==> config.mk <==
export PLATFORM = sky130hd
export DESIGN_NAME = thermal_fan_mode_controller
export DESIGN_NICKNAME = d
export VERILOG_FILES = /design/src/design/tfmc_pkg.sv /design/src/design/tfmc_ctrl.sv /design/src/design/tfmc_dp.sv /design/src/design/thermal_fan_mode_controller.sv
export SDC_FILE = /design/constraint.sdc
export NUM_CORES = 1
export LEC_CHECK = 0
export ABC_AREA = 1
export ABC_CLOCK_PERIOD_IN_PS = 5500
export BUFFER_PORTS_ARGS = -buffer_cell sky130_fd_sc_hd__buf_2
export CAP_MARGIN = 20
export CORE_ASPECT_RATIO = 1.5
export CORE_MARGIN = 2
export CORE_UTILIZATION = 30
export CTS_BUF_LIST = sky130_fd_sc_hd__clkbuf_16
export DETAILED_ROUTE_END_ITERATION = 16
export GPL_TIMING_DRIVEN = 0
export PLACE_DENSITY = 0.43
export SKIP_CTS_REPAIR_TIMING = 1
export SYNTH_ARGS = -nofsm -noshare
export SYNTH_HDL_FRONTEND = slang
export SYNTH_SLANG_ARGS = --single-unit
==> constraint.sdc <==
create_clock -name clock -period 5.5 [get_ports clock]
set_input_delay 0.55 -clock clock [delete_from_list [all_inputs] [get_ports clock]]
set_output_delay 0.55 -clock clock [all_outputs]
set_load 0.05 [all_outputs]
==> src/design/tfmc_pkg.sv <==
// Shared types and constants for the thermal fan mode controller.
// No dependencies; imported by every module of the block.
`timescale 1ns / 1ps

package tfmc_pkg;

   localparam int DEG_W    = 11;
   localparam int SAMPLE_W = 10;
   localparam int DUTY_W   = 8;
   localparam int COUNT_W  = 8;
   localparam int MSG_W    = 3;
   localparam int MODE_W   = 2;
   localparam int CMD_W    = 2;
   localparam int CSR_IDX_W = 3;
   localparam int CSR_DATA_W = 11;
   localparam int PROD_W   = SAMPLE_W + 7;
   localparam int NUM_W    = DEG_W + DUTY_W;
   localparam int DIV_BITS = DUTY_W;
   localparam int BIT_W    = $clog2(DIV_BITS);

   // sample * 5000 / 2560 == sample * 125 / 64
   localparam logic [PROD_W-1:0] DEG_SCALE = PROD_W'(125);
   localparam int DEG_SHIFT = 6;
   localparam logic [NUM_W-1:0] RAMP_SCALE = NUM_W'(254);
   localparam logic [DUTY_W-1:0] DUTY_FULL = 8'd255;
   localparam logic [DUTY_W-1:0] DUTY_OFF  = 8'd0;

   localparam logic [CMD_W-1:0] CMD_STEP   = 2'd0;
   localparam logic [CMD_W-1:0] CMD_TICK   = 2'd1;
   localparam logic [CMD_W-1:0] CMD_BUTTON = 2'd2;

   localparam logic [MODE_W-1:0] MODE_NORMAL    = 2'd0;
   localparam logic [MODE_W-1:0] MODE_EMERGENCY = 2'd1;
   localparam logic [MODE_W-1:0] MODE_ABNORMAL  = 2'd2;

   localparam logic [MSG_W-1:0] MSG_SHUTDOWN  = 3'd0;
   localparam logic [MSG_W-1:0] MSG_COOL      = 3'd1;
   localparam logic [MSG_W-1:0] MSG_RAMP      = 3'd2;
   localparam logic [MSG_W-1:0] MSG_WARM      = 3'd3;
   localparam logic [MSG_W-1:0] MSG_EMERGENCY = 3'd4;
   localparam logic [MSG_W-1:0] MSG_ABNORMAL  = 3'd5;

   localparam logic [CSR_IDX_W-1:0] REG_COOL_LIMIT  = 3'd0;
   localparam logic [CSR_IDX_W-1:0] REG_WARM_LIMIT  = 3'd1;
   localparam logic [CSR_IDX_W-1:0] REG_HOT_LIMIT   = 3'd2;
   localparam logic [CSR_IDX_W-1:0] REG_TICKS_CHECK = 3'd3;
   localparam logic [CSR_IDX_W-1:0] REG_CHECKS_ABN  = 3'd4;

   localparam logic [DEG_W-1:0]   COOL_RESET  = 11'd20;
   localparam logic [DEG_W-1:0]   WARM_RESET  = 11'd40;
   localparam logic [DEG_W-1:0]   HOT_RESET   = 11'd50;
   localparam logic [COUNT_W-1:0] TICKS_RESET = 8'd25;
   localparam logic [COUNT_W-1:0] CHECKS_RESET = 8'd14;

   typedef struct packed {
      logic             load;
      logic             conv;
      logic             eval;
      logic             div_step;
      logic [BIT_W-1:0] div_bit;
      logic             finish;
   } ctrl_cmd_type;

   typedef struct packed {
      logic need_div;
   } dp_status_type;

endpackage

==> src/design/tfmc_ctrl.sv <==
// Controller state machine for the thermal fan mode controller.
// Sequences conversion, evaluation, ramp division and response load.
// Depends on tfmc_pkg.
`timescale 1ns / 1ps

module tfmc_ctrl (
   input  logic                   clock,
   input  logic                   reset,
   input  logic                   req_valid,
   output logic                   req_stall,
   output logic                   rsp_valid,
   input  logic                   rsp_stall,
   input  tfmc_pkg::dp_status_type status,
   output tfmc_pkg::ctrl_cmd_type  cmd
);
   import tfmc_pkg::*;

   typedef enum logic [2:0] {
      ST_IDLE,
      ST_CONV,
      ST_EVAL,
      ST_DIV,
      ST_FINISH
   } state_type;

   state_type        state_ff;
   logic [BIT_W-1:0] bit_ff;
   logic             rsp_valid_ff;

   assign req_stall = (state_ff != ST_IDLE);
   assign rsp_valid = rsp_valid_ff;

   always_comb begin
      cmd.load     = (state_ff == ST_IDLE) && req_valid;
      cmd.conv     = (state_ff == ST_CONV);
      cmd.eval     = (state_ff == ST_EVAL);
      cmd.div_step = (state_ff == ST_DIV);
      cmd.div_bit  = bit_ff;
      cmd.finish   = (state_ff == ST_FINISH) && (!rsp_valid_ff || !rsp_stall);
   end

   always_ff @(posedge clock) begin
      if (reset) begin
         state_ff     <= ST_IDLE;
         bit_ff       <= '0;
         rsp_valid_ff <= 1'b0;
      end else begin
         if (cmd.finish) begin
            rsp_valid_ff <= 1'b1;
         end else if (!rsp_stall) begin
            rsp_valid_ff <= 1'b0;
         end
         case (state_ff)
            ST_IDLE: begin
               if (req_valid) state_ff <= ST_CONV;
            end
            ST_CONV: begin
               state_ff <= ST_EVAL;
            end
            ST_EVAL: begin
               if (status.need_div) begin
                  state_ff <= ST_DIV;
                  bit_ff   <= BIT_W'(DIV_BITS - 1);
               end else begin
                  state_ff <= ST_FINISH;
               end
            end
            ST_DIV: begin
               if (bit_ff == '0) begin
                  state_ff <= ST_FINISH;
               end else begin
                  bit_ff <= bit_ff - 1'b1;
               end
            end
            ST_FINISH: begin
               if (cmd.finish) state_ff <= ST_IDLE;
            end
            default: begin
               state_ff <= ST_IDLE;
            end
         endcase
      end
   end

   a_accept_starts: assert property (@(posedge clock) disable iff (reset)
      (req_valid && !req_stall) |=> (state_ff == ST_CONV))
      else $error("accepted request did not start conversion");

   a_div_ends: assert property (@(posedge clock) disable iff (reset)
      (state_ff == ST_DIV && bit_ff == '0) |=> (state_ff == ST_FINISH))
      else $error("divider did not finish after last bit");

   a_finish_valid: assert property (@(posedge clock) disable iff (reset)
      cmd.finish |=> (rsp_valid_ff && state_ff == ST_IDLE))
      else $error("response not presented after finish");

endmodule

==> src/design/tfmc_dp.sv <==
// Datapath for the thermal fan mode controller: settings, mode state,
// degree conversion, ramp divider and response registers. Depends on tfmc_pkg.
`timescale 1ns / 1ps

module tfmc_dp (
   input  logic                             clock,
   input  logic                             reset,
   input  tfmc_pkg::ctrl_cmd_type           cmd,
   output tfmc_pkg::dp_status_type          status,
   input  logic [tfmc_pkg::CMD_W-1:0]       req_cmd,
   input  logic [tfmc_pkg::SAMPLE_W-1:0]    req_adc_sample,
   input  logic                             csr_wr_en,
   input  logic [tfmc_pkg::CSR_IDX_W-1:0]   csr_index,
   input  logic [tfmc_pkg::CSR_DATA_W-1:0]  csr_wr_data,
   output logic [tfmc_pkg::DUTY_W-1:0]      rsp_fan_duty,
   output logic                             rsp_duty_valid,
   output logic [tfmc_pkg::MSG_W-1:0]       rsp_message,
   output logic                             rsp_message_valid,
   output logic                             rsp_shutdown_led,
   output logic                             rsp_restart_request,
   output logic [tfmc_pkg::MODE_W-1:0]      rsp_mode,
   output logic [tfmc_pkg::DEG_W-1:0]       rsp_degrees
);
   import tfmc_pkg::*;

   // settings
   logic [DEG_W-1:0]   cool_ff, warm_ff, hot_ff;
   logic [COUNT_W-1:0] tpc_ff, cta_ff;
   // block state
   logic [MODE_W-1:0]  mode_ff, mode_in;
   logic [DEG_W-1:0]   last_ff, last_in;
   logic [COUNT_W-1:0] tick_ff, tick_in, check_ff, check_in;
   // request and working registers
   logic [CMD_W-1:0]    cmd_ff;
   logic [SAMPLE_W-1:0] sample_ff;
   logic [DEG_W-1:0]    deg_ff;
   logic [PROD_W-1:0]   deg_prod;
   logic [NUM_W-1:0]    rem_ff, rem_in, trial;
   logic [DEG_W-1:0]    span_ff;
   logic [DUTY_W-1:0]   q_ff;
   logic                use_div_ff;
   logic [DUTY_W-1:0]   res_duty_ff, duty_in;
   logic                res_dv_ff, dv_in, res_mv_ff, mv_in;
   logic                res_led_ff, led_in, res_rst_ff, rst_in;
   logic [MSG_W-1:0]    res_msg_ff, msg_in;
   logic                need_div;
   logic [COUNT_W-1:0]  limit_t, limit_c, tick_next, check_next;
   logic [NUM_W-1:0]    ramp_num;
   logic [DEG_W-1:0]    ramp_span;
   // response registers
   logic [DUTY_W-1:0]   out_duty_ff;
   logic                out_dv_ff, out_mv_ff, out_led_ff, out_rst_ff;
   logic [MSG_W-1:0]    out_msg_ff;
   logic [MODE_W-1:0]   out_mode_ff;
   logic [DEG_W-1:0]    out_deg_ff;

   assign deg_prod   = PROD_W'(sample_ff) * DEG_SCALE;
   assign limit_t    = (tpc_ff == '0) ? COUNT_W'(1) : tpc_ff;
   assign limit_c    = (cta_ff == '0) ? COUNT_W'(1) : cta_ff;
   assign tick_next  = tick_ff + 1'b1;
   assign check_next = check_ff + 1'b1;
   assign ramp_num   = NUM_W'(deg_ff - cool_ff) * RAMP_SCALE;
   assign ramp_span  = warm_ff - cool_ff;
   assign status.need_div = need_div;

   always_comb begin
      mode_in  = mode_ff;
      last_in  = last_ff;
      tick_in  = tick_ff;
      check_in = check_ff;
      duty_in  = DUTY_OFF;
      dv_in    = 1'b0;
      msg_in   = MSG_SHUTDOWN;
      mv_in    = 1'b0;
      led_in   = 1'b0;
      rst_in   = 1'b0;
      need_div = 1'b0;
      case (cmd_ff)
         CMD_STEP: begin
            case (mode_ff)
               MODE_NORMAL: begin
                  last_in = deg_ff;
                  dv_in   = 1'b1;
                  mv_in   = 1'b1;
                  if (deg_ff < cool_ff) begin
                     msg_in = MSG_COOL;
                  end else if (deg_ff <= warm_ff) begin
                     msg_in = MSG_RAMP;
                     if (warm_ff > cool_ff) begin
                        need_div = 1'b1;
                     end else begin
                        duty_in = DUTY_FULL;
                     end
                  end else if (deg_ff <= hot_ff) begin
                     duty_in = DUTY_FULL;
                     msg_in  = MSG_WARM;
                  end else begin
                     duty_in  = DUTY_FULL;
                     msg_in   = MSG_EMERGENCY;
                     mode_in  = MODE_EMERGENCY;
                     tick_in  = '0;
                     check_in = '0;
                  end
               end
               MODE_EMERGENCY: begin
                  duty_in = DUTY_FULL;
                  dv_in   = 1'b1;
               end
               default: begin
                  duty_in  = DUTY_FULL;
                  dv_in    = 1'b1;
                  msg_in   = MSG_ABNORMAL;
                  mv_in    = 1'b1;
                  rst_in   = 1'b1;
                  mode_in  = MODE_NORMAL;
                  tick_in  = '0;
                  check_in = '0;
               end
            endcase
         end
         CMD_TICK: begin
            if (mode_ff == MODE_EMERGENCY) begin
               if (tick_next >= limit_t) begin
                  tick_in  = '0;
                  check_in = check_next;
                  last_in  = deg_ff;
                  if (check_next >= limit_c) begin
                     mode_in  = MODE_ABNORMAL;
                     check_in = '0;
                  end else if (deg_ff < hot_ff) begin
                     mode_in  = MODE_NORMAL;
                     check_in = '0;
                  end
               end else begin
                  tick_in = tick_next;
               end
            end
         end
         CMD_BUTTON: begin
            if (last_ff >= warm_ff && last_ff <= hot_ff) begin
               led_in = 1'b1;
               mv_in  = 1'b1;
               msg_in = MSG_SHUTDOWN;
            end
         end
         default: begin
         end
      endcase
   end

   // restoring division, one quotient bit per step
   always_comb begin
      trial  = NUM_W'(span_ff) << cmd.div_bit;
      rem_in = rem_ff;
      if (rem_ff >= trial) rem_in = rem_ff - trial;
   end

   always_ff @(posedge clock) begin
      if (reset) begin
         cool_ff  <= COOL_RESET;
         warm_ff  <= WARM_RESET;
         hot_ff   <= HOT_RESET;
         tpc_ff   <= TICKS_RESET;
         cta_ff   <= CHECKS_RESET;
         mode_ff  <= MODE_NORMAL;
         last_ff  <= '0;
         tick_ff  <= '0;
         check_ff <= '0;
      end else begin
         if (csr_wr_en) begin
            case (csr_index)
               REG_COOL_LIMIT:  cool_ff <= csr_wr_data;
               REG_WARM_LIMIT:  warm_ff <= csr_wr_data;
               REG_HOT_LIMIT:   hot_ff  <= csr_wr_data;
               REG_TICKS_CHECK: tpc_ff  <= csr_wr_data[COUNT_W-1:0];
               REG_CHECKS_ABN:  cta_ff  <= csr_wr_data[COUNT_W-1:0];
               default: begin
               end
            endcase
         end
         if (cmd.eval) begin
            mode_ff  <= mode_in;
            last_ff  <= last_in;
            tick_ff  <= tick_in;
            check_ff <= check_in;
         end
      end
   end

   always_ff @(posedge clock) begin
      if (cmd.load) begin
         cmd_ff    <= req_cmd;
         sample_ff <= req_adc_sample;
      end
      if (cmd.conv) begin
         deg_ff <= deg_prod[PROD_W-1:DEG_SHIFT];
      end
      if (cmd.eval) begin
         res_duty_ff <= duty_in;
         res_dv_ff   <= dv_in;
         res_msg_ff  <= msg_in;
         res_mv_ff   <= mv_in;
         res_led_ff  <= led_in;
         res_rst_ff  <= rst_in;
         use_div_ff  <= need_div;
         rem_ff      <= ramp_num;
         span_ff     <= ramp_span;
         q_ff        <= '0;
      end
      if (cmd.div_step) begin
         rem_ff <= rem_in;
         q_ff[cmd.div_bit] <= (rem_ff >= trial);
      end
      if (cmd.finish) begin
         out_duty_ff <= use_div_ff ? (q_ff + 1'b1) : res_duty_ff;
         out_dv_ff   <= res_dv_ff;
         out_msg_ff  <= res_msg_ff;
         out_mv_ff   <= res_mv_ff;
         out_led_ff  <= res_led_ff;
         out_rst_ff  <= res_rst_ff;
         out_mode_ff <= mode_ff;
         out_deg_ff  <= last_ff;
      end
   end

   assign rsp_fan_duty        = out_duty_ff;
   assign rsp_duty_valid      = out_dv_ff;
   assign rsp_message         = out_msg_ff;
   assign rsp_message_valid   = out_mv_ff;
   assign rsp_shutdown_led    = out_led_ff;
   assign rsp_restart_request = out_rst_ff;
   assign rsp_mode            = out_mode_ff;
   assign rsp_degrees         = out_deg_ff;

   a_counters_idle: assert property (@(posedge clock) disable iff (reset)
      (mode_ff != MODE_EMERGENCY) |-> (tick_ff == '0 && check_ff == '0))
      else $error("tick or check count left outside emergency");

   a_ramp_range: assert property (@(posedge clock) disable iff (reset)
      (cmd.finish && use_div_ff) |-> (q_ff != DUTY_FULL))
      else $error("ramp quotient out of range");

   a_button_mode: assert property (@(posedge clock) disable iff (reset)
      (cmd.eval && cmd_ff == CMD_BUTTON) |=> $stable(mode_ff))
      else $error("button press changed mode");

endmodule

==> src/design/thermal_fan_mode_controller.sv <==
// Thermal fan mode controller, top level.
// Joins tfmc_ctrl and tfmc_dp; depends on tfmc_pkg.
//
// Usage:
//   req channel carries one request (req_cmd, req_adc_sample): control step,
//   timer tick or button press. It is taken at a clock edge with req_valid
//   high and req_stall low. Every request gives exactly one response on the
//   rsp channel, held until an edge with rsp_valid high and rsp_stall low.
//   csr_wr_en writes csr_wr_data into the setting selected by csr_index;
//   the user must see that settings are changed only while no request is
//   in flight; the block itself has no check for this.
// Sequence: a request is converted (ST_CONV) and evaluated (ST_EVAL); a
//   control step in the ramp, with the warm above the cool limit, runs the
//   divider (ST_DIV), one quotient bit per step. Then the response is loaded.
// Throughput: one request at a time; the next is taken the cycle after the
//   response is loaded.
// Reset: synchronous, clears mode and counters, stored degrees and any
//   pending response, and restores the default settings.
// Stall: a finished response waits in the output register while the next
//   request is processed; its load is held off until the register is free.
`timescale 1ns / 1ps

module thermal_fan_mode_controller (
   input  logic                             clock,
   input  logic                             reset,
   input  logic                             req_valid,
   output logic                             req_stall,
   input  logic [tfmc_pkg::CMD_W-1:0]       req_cmd,
   input  logic [tfmc_pkg::SAMPLE_W-1:0]    req_adc_sample,
   output logic                             rsp_valid,
   input  logic                             rsp_stall,
   output logic [tfmc_pkg::DUTY_W-1:0]      rsp_fan_duty,
   output logic                             rsp_duty_valid,
   output logic [tfmc_pkg::MSG_W-1:0]       rsp_message,
   output logic                             rsp_message_valid,
   output logic                             rsp_shutdown_led,
   output logic                             rsp_restart_request,
   output logic [tfmc_pkg::MODE_W-1:0]      rsp_mode,
   output logic [tfmc_pkg::DEG_W-1:0]       rsp_degrees,
   input  logic                             csr_wr_en,
   input  logic [tfmc_pkg::CSR_IDX_W-1:0]   csr_index,
   input  logic [tfmc_pkg::CSR_DATA_W-1:0]  csr_wr_data
);
   import tfmc_pkg::*;

   ctrl_cmd_type  cmd;
   dp_status_type status;

   tfmc_ctrl u_ctrl (
      .clock     (clock),
      .reset     (reset),
      .req_valid (req_valid),
      .req_stall (req_stall),
      .rsp_valid (rsp_valid),
      .rsp_stall (rsp_stall),
      .status    (status),
      .cmd       (cmd)
   );

   tfmc_dp u_dp (
      .clock               (clock),
      .reset               (reset),
      .cmd                 (cmd),
      .status              (status),
      .req_cmd             (req_cmd),
      .req_adc_sample      (req_adc_sample),
      .csr_wr_en           (csr_wr_en),
      .csr_index           (csr_index),
      .csr_wr_data         (csr_wr_data),
      .rsp_fan_duty        (rsp_fan_duty),
      .rsp_duty_valid      (rsp_duty_valid),
      .rsp_message         (rsp_message),
      .rsp_message_valid   (rsp_message_valid),
      .rsp_shutdown_led    (rsp_shutdown_led),
      .rsp_restart_request (rsp_restart_request),
      .rsp_mode            (rsp_mode),
      .rsp_degrees         (rsp_degrees)
   );

endmodule
## Word-level counts from Yosys, hierarchy flattened

Cells that the tools add are included.

- Register bits: 190
- Bits of input ports: 31
- Output and inout port bits: 30

- Add/sub/neg operators: 7
- Multipliers: 2
- Order comparisons: 12
- Equal/unequal tests: 26
- Shifts and indexed selects: 1
- Multiplexer cells: 64
- Reductions and logical operators: 30

Operators by type and width:

| cell | number |
|---|---|
| two-way mux 8 bit | 18 |
| two-way mux 19 bit | 3 |
| one-hot mux 8 bit (2 select lines) | 3 |
| <= comparator 11 bit | 3 |
| two-way mux 11 bit | 3 |
| two-way mux 3 bit | 9 |
| adder 8 x 1 -> 8 bit, second input constant | 3 |
| less-than comparator 11 bit | 2 |
| one-hot mux 11 bit (2 select lines) | 1 |
| greater-or-equal comparator 19 bit | 1 |
| multiplier 19 x 7 -> 18 bit, second input constant | 1 |
| << shifter 11 x 3 -> 19 bit | 1 |
| subtractor 19 bit | 1 |
| multiplier 10 x 7 -> 17 bit, second input constant | 1 |
| greater-or-equal comparator 8 bit | 2 |
| zero test 8 bit | 2 |
| one-hot mux 3 bit (5 select lines) | 1 |
| two-way mux 2 bit | 7 |
| equality test 3 x 2 -> 1 bit, second input constant | 4 |
| two-way mux 1 bit | 12 |
| != test 2 x 1 -> 1 bit, second input constant | 6 |
| one-hot mux 3 bit (2 select lines) | 2 |
| AND reduction 2 bit | 6 |
| subtractor 11 x 11 -> 12 bit | 1 |
| 30 further kinds | 49 |

## Depth between registers and ports, before layout

- Word-level depth: 8
- Depth in mapped cells: 36
- Mapped depth without buffers: 36

## Modules after synthesis

Synthesis repeated with hierarchy kept, for this count alone.

- Cells, all modules: 1708
- Area, all modules: 14152.3 um2

Modules (own cells, without submodules):

| module | times used | cells an instance | area an instance (um2) | sequential area each (um2) |
|---|---|---|---|---|
| tfmc_dp | 1 | 1646 | 13730.7 | 4424.2 |
| tfmc_ctrl | 1 | 62 | 421.7 | 140.1 |

## Worst setup path before layout

OpenSTA, ideal clock, no wires.

- Path type: reg-to-reg
- Start: reg u_dp.deg_ff[0]
- End: reg u_dp.rem_ff[16] (data pin)
- Setup time: 0.253 ns
- Arrival: 5.101 ns
- Required time: 5.247 ns
- Setup slack: 0.146 ns
- Stages on the path, launching flop included: 29
- Path buffers: 0
- Cell sequence: edfxtp_1 inv_1 ha_1 fa_1 inv_1 nand2_1 nand2_1 nand2_1 xor2_1 xor2_1 xor2_1 fa_1 fa_1 fa_1 inv_1 ha_1 inv_1 o21ai_0 nor2_1 o21ai_0 nand2_1 nand2_1 a21oi_1 o21bai_1 nand2_1 nand2_1 nand2_1 nand3_1 nand2_1

- Longest elaborated chain between the ends: 4

Ends and longest elaborated chain:

| what | line | source |
|---|---|---|
| from (decl) | tfmc_dp.sv:36 | `logic [DEG_W-1:0] deg_ff;` |
| from (signal assigned) | tfmc_dp.sv:196 | `deg_ff <= deg_prod[PROD_W-1:DEG_SHIFT];` |
| subtractor 11 x 11 -> 12 bit | tfmc_dp.sv:62 | `assign ramp_num = NUM_W'(deg_ff - cool_ff) * RAMP_SCALE;` |
| multiplier 19 x 7 -> 18 bit | tfmc_dp.sv:62 |  |
| two-way mux 19 bit | tfmc_dp.sv:198 | `if (cmd.eval) begin` |
| two-way mux 19 bit | tfmc_dp.sv:210 | `if (cmd.div_step) begin` |
| to (signal assigned) | tfmc_dp.sv:206 | `rem_ff <= ramp_num;` |
| to (signal assigned) | tfmc_dp.sv:211 | `rem_ff <= rem_in;` |
| to (decl) | tfmc_dp.sv:38 | `logic [NUM_W-1:0] rem_ff, rem_in, trial;` |

Every way passes these cells. The select of a mux whose other input is x is not followed.
A chain may end at the register's enable or synchronous reset.

## Final worst setup path

- Start: reg u_dp.deg_ff[0]
- End: reg u_dp.rem_ff[17] (data pin)

Same word-level chain as after synthesis.

==> reports/results.env <==
ROUTED_WL_UM=39130
CRITPATHMAXSTAGEDELAY_NS=0.61
CRIT_SLOWEST_CELL='fa_2'
SYNTHESIS.NETS=1981
GP_CONGESTION=0.8371
POST-ROUTE-UTIL_PCT=35.65
MAXSLEWHEADROOM_PCT=34.91
SYNTH-SEQ-CELLS=183
HOLD_PATH.CLASS='in2reg'
NUM_VIAS=11530
CRITPATHCAPTURETYPE='flop'
CLOCK.FMAX_GHz=0.1828
POST_PLACE_INSTANCE_AREA_UM2=15280
DOMINANT_COMBINATIONAL_CELL_FAMILY_BY_AREA_AFTER_SYNTHESIS='adder cells'
FINAL.FILL_COUNT=4847
MUXSHAREOFSYNTHAREA_PCT=0.07052
POSTSYNTHCELLCOUNT=1714
TIMING.CRITICAL_PATH.FROM_TYPE='flop'
REGAREA_UM2=4566
TOP_LEVEL_PORTS=61
SYNTH-EDFF-COUNT=90
MAX_CAP_VIOL_COUNT=0
CLOCK_LATENCY_NS=0.46
FINALSETUPVIOLCOUNT=0
FIRST_PASS_ITERS=5
SYNTH-COMPOUND-AREA-SHARE_PCT=13.93
YOSYS.CELL_TYPES.COUNT=51
DRV_SLEW=0
BUFFER_PORTS.INSERTED=60
ANT_NETS=0
YOSYS.AREA.TOP_TYPE='edfxtp_1'
CP_DATA_ARRIVAL_TIME_NS=5.67
GRTUSAGETOTAL_PCT=16.22
NUMBER_OF_NETS_IN_THE_LAYOUT=2098
VIA_PER_INST=4.731
COREAREA_UM2=46730
YOSYS.AREA_SHARE.XOR_XNOR_PCT=3.641
FOOTPRINT_OF_THE_MULTI_INPUT_GATES_UM2=8980
SYNTH_FLOP_CELL='dfxtp_1'
FINALCRITICALPERIOD_NS=5.471
FP.DIEAREA_UM2=49100
CTS_HTREE_LEVELS=4
DRC=0
CLOCK_TRANSITION_TIME_AT_THE_FLIP_FLOP_CLOCK_PINS_OF_THE_WORST_SETUP_AND_HOLD_PATHS_NS=0.08
GRT_FIRST_PASS_WIRELENGTH_UM=61460
REPORT.FINAL.HOLD_VIOL_COUNT=0
MAX-CLOCK-PATH-BUFFERS=2
FP-ROW-COUNT=97
POSTSYNTHAREAPERCELL_UM2=8.281
POST_SYNTH_FA_HA_MAJ_AREA_FRACTION_PCT=24.32
DR.FIRST_ITER.DRC_COUNT=451
SYNTH.YOSYS.SEQ_AREA_SHARE_PCT=32.16
FRACTION_OF_REGISTERS_WITH_ASYNC_SET_OR_RESET_AFTER_SYNTHESIS_PCT=0
INITIAL_CORE_UTIL_PCT=30.38
CRITICAL_PATH.MOST_COMMON_CELL='inv_2'
PATH_CLASS='reg2reg'
FINISH.INSTANCE_AREA_UM2=16660
CLOCK_TREE_FROM_TRITONCTS='yes'
SYNTH_LARGEST_TYPE_AREA_FRACTION_PCT=19.04
DIODES=0
GLOBALROUTEOVERFLOWTOTAL=0
FIN_WORST_SKEW_NS=0.02802
GRT_MAX_DEGREE=27
POST_ROUTE_CELLS_DRIVE_ABOVE_1_SHARE_PCT=14.91
FP.DIEH_UM=270.4
FIRST_GLOBAL_VIAS=11680
FINALHOLDWORSTSLACK_NS=0.2639
YOSYS.AREA_SHARE.SIMPLE_PCT=17.59
FIN_CRIT_SH_PCT=99.48
TIGHTESTPINTRANSITION_NS=0.9720
PLACE_HPWL_UM=32410
YOSYSWARNINGCOUNT=0
GRT_SETUP_UNREPAIRED='yes'
RESULT_OF_THE_RUN='finished, final reports clean'
CTS_BUFFERS=17
FLOW.AREA_GROWTH_FROM_SYNTHESIS_PCT=17.37
SYN_AREA_UM2=14190
ROUTEDWLPERCELL_UM=16.05
NUMCLOCKSINKS=183
CLOCKROOTBUFFER='clkbuf_16'
ANTENNA_FOUND_INITIAL=0
WORST-PATH-MAX-FANOUT=4
DIE-WIDTH_UM=181.6
POST_SYNTH_MAIN_AREA_CONTRIBUTORS='edfxtp_1 (19%), ha_1 (15%), dfxtp_1 (13%)'
CRIT_REQUIRED_NS=5.70
[area by class of cell]
type / count / area share [%]
well taps: 594 / 4.461
plain buffers: 27 / 0.7135
inverters: 282 / 6.377
repair buffers: 98 / 3.613
multi-input cells: 1222 / 53.91
flip-flops and latches: 183 / 27.41
clock buffers: 17 / 2.554
clock inverters: 15 / 0.9689
[placed cells by master, fill, tap and decap left out, drive strengths merged, types with 36 or more instances in the layout]
| cell | n |
|---|---|
| xor2 | 36 |
| a21oi | 145 |
| fa | 65 |
| dfxtp | 93 |
| nand3 | 64 |
| nor2 | 127 |
| clkbuf | 37 |
| ha | 171 |
| o21ai | 134 |
| inv | 284 |
| buf | 105 |
| edfxtp | 90 |
| nand2 | 324 |
[layer usage]
layer,share of wire [%],wire [µm],global-route usage (%)
met1,37,14630,16.32
met3,1.6,625,1.780
met4,5.0,1967,8.558
met5,0,0,0
met2,56,21910,32.14
[per-stage QoR]
step                cells  TNS (ns)  worst slack [ns]
finish               2438         0           0.02868
global route         2438   -0.8203           -0.1849
CTS                  2402    -5.488           -0.9884
detailed placement   2370    -5.470           -0.9925
global placement     2368    -5.364           -0.9736
floorplan            1714         0            0.1457
[Yosys cell counts, types with 2 or more instances]
master,instances
a21boi_0,4
a21o_1,9
a21oi_1,143
a21oi_2,2
a221oi_1,2
a31oi_1,8
a41o_1,2
buf_2,6
clkbuf_1,19
clkinv_1,2
dfxtp_1,93
edfxtp_1,90
fa_1,65
ha_1,171
inv_1,278
inv_2,2
nand2_1,304
nand2_2,15
nand2_4,5
nand3_1,56
nand3_2,8
nand3b_1,3
nand4_1,18
nor2_1,124
nor2_4,2
nor3_1,15
nor4_1,9
o2111ai_1,5
o211ai_1,16
o21a_1,2
o21ai_0,120
o21ai_1,11
o21ai_2,3
o21bai_1,8
o22ai_1,10
o31ai_1,9
or2_1,2
or2_2,3
xnor2_1,23
xor2_1,36
[flip-flops by register name (all words and copies together) (netlist names), 10 cells and up]
register	flops
u_dp.sample_ff	10
u_dp.cool_ff	11
u_dp.span_ff	11
u_dp.hot_ff	11
u_dp.rsp_degrees	11
u_dp.warm_ff	11
u_dp.rem_ff	19
u_dp.deg_ff	11
u_dp.last_ff	11
[kinds of logic (layout without fill, tap and decap cells)]
| group | Yosys count | in the layout |
|---|---|---|
| and+or+nand+nor | 570 | 570 |
| AOI/OAI and AO/OA | 355 | 355 |
| buffers and inverters | 309 | 439 |
| adders and majority gates | 237 | 237 |
| DFF | 183 | 183 |
| xor gates and xnor gates | 59 | 59 |
| muxes | 1 | 1 |
[worst max-delay path: cells and delay by family (launching register included)]
family                     cells  cell delay (ns)
DFF                            1             0.37
xor gates and xnor gates       1             0.25
adders and majority gates      7             2.98
AOI/OAI and AO/OA              5             0.60
and+or+nand+nor                7             0.67
buffers and inverters          5             0.34
[path summary, 6_finish.rpt]
path / to / startpoint / slack [ns] / cells past startpoint
min: u_dp.sample_ff[2]$_DFFE_PP_ / req_adc_sample[2] / 0.26 / 1
max: u_dp.rem_ff[17]$_DFFE_PP_ / u_dp.deg_ff[0]$_DFFE_PP_ / 0.03 / 25
min reg2reg: u_dp.rsp_message[0]$_DFFE_PP_ / u_dp.res_msg_ff[0]$_SDFFCE_PN0P_ / 0.43 / 0
max reg2reg: u_dp.rem_ff[17]$_DFFE_PP_ / u_dp.deg_ff[0]$_DFFE_PP_ / 0.03 / 25
Power is left out: the tool's default activity adds up to more than one toggle a clock period on the data nets, which glitch-free logic cannot reach.
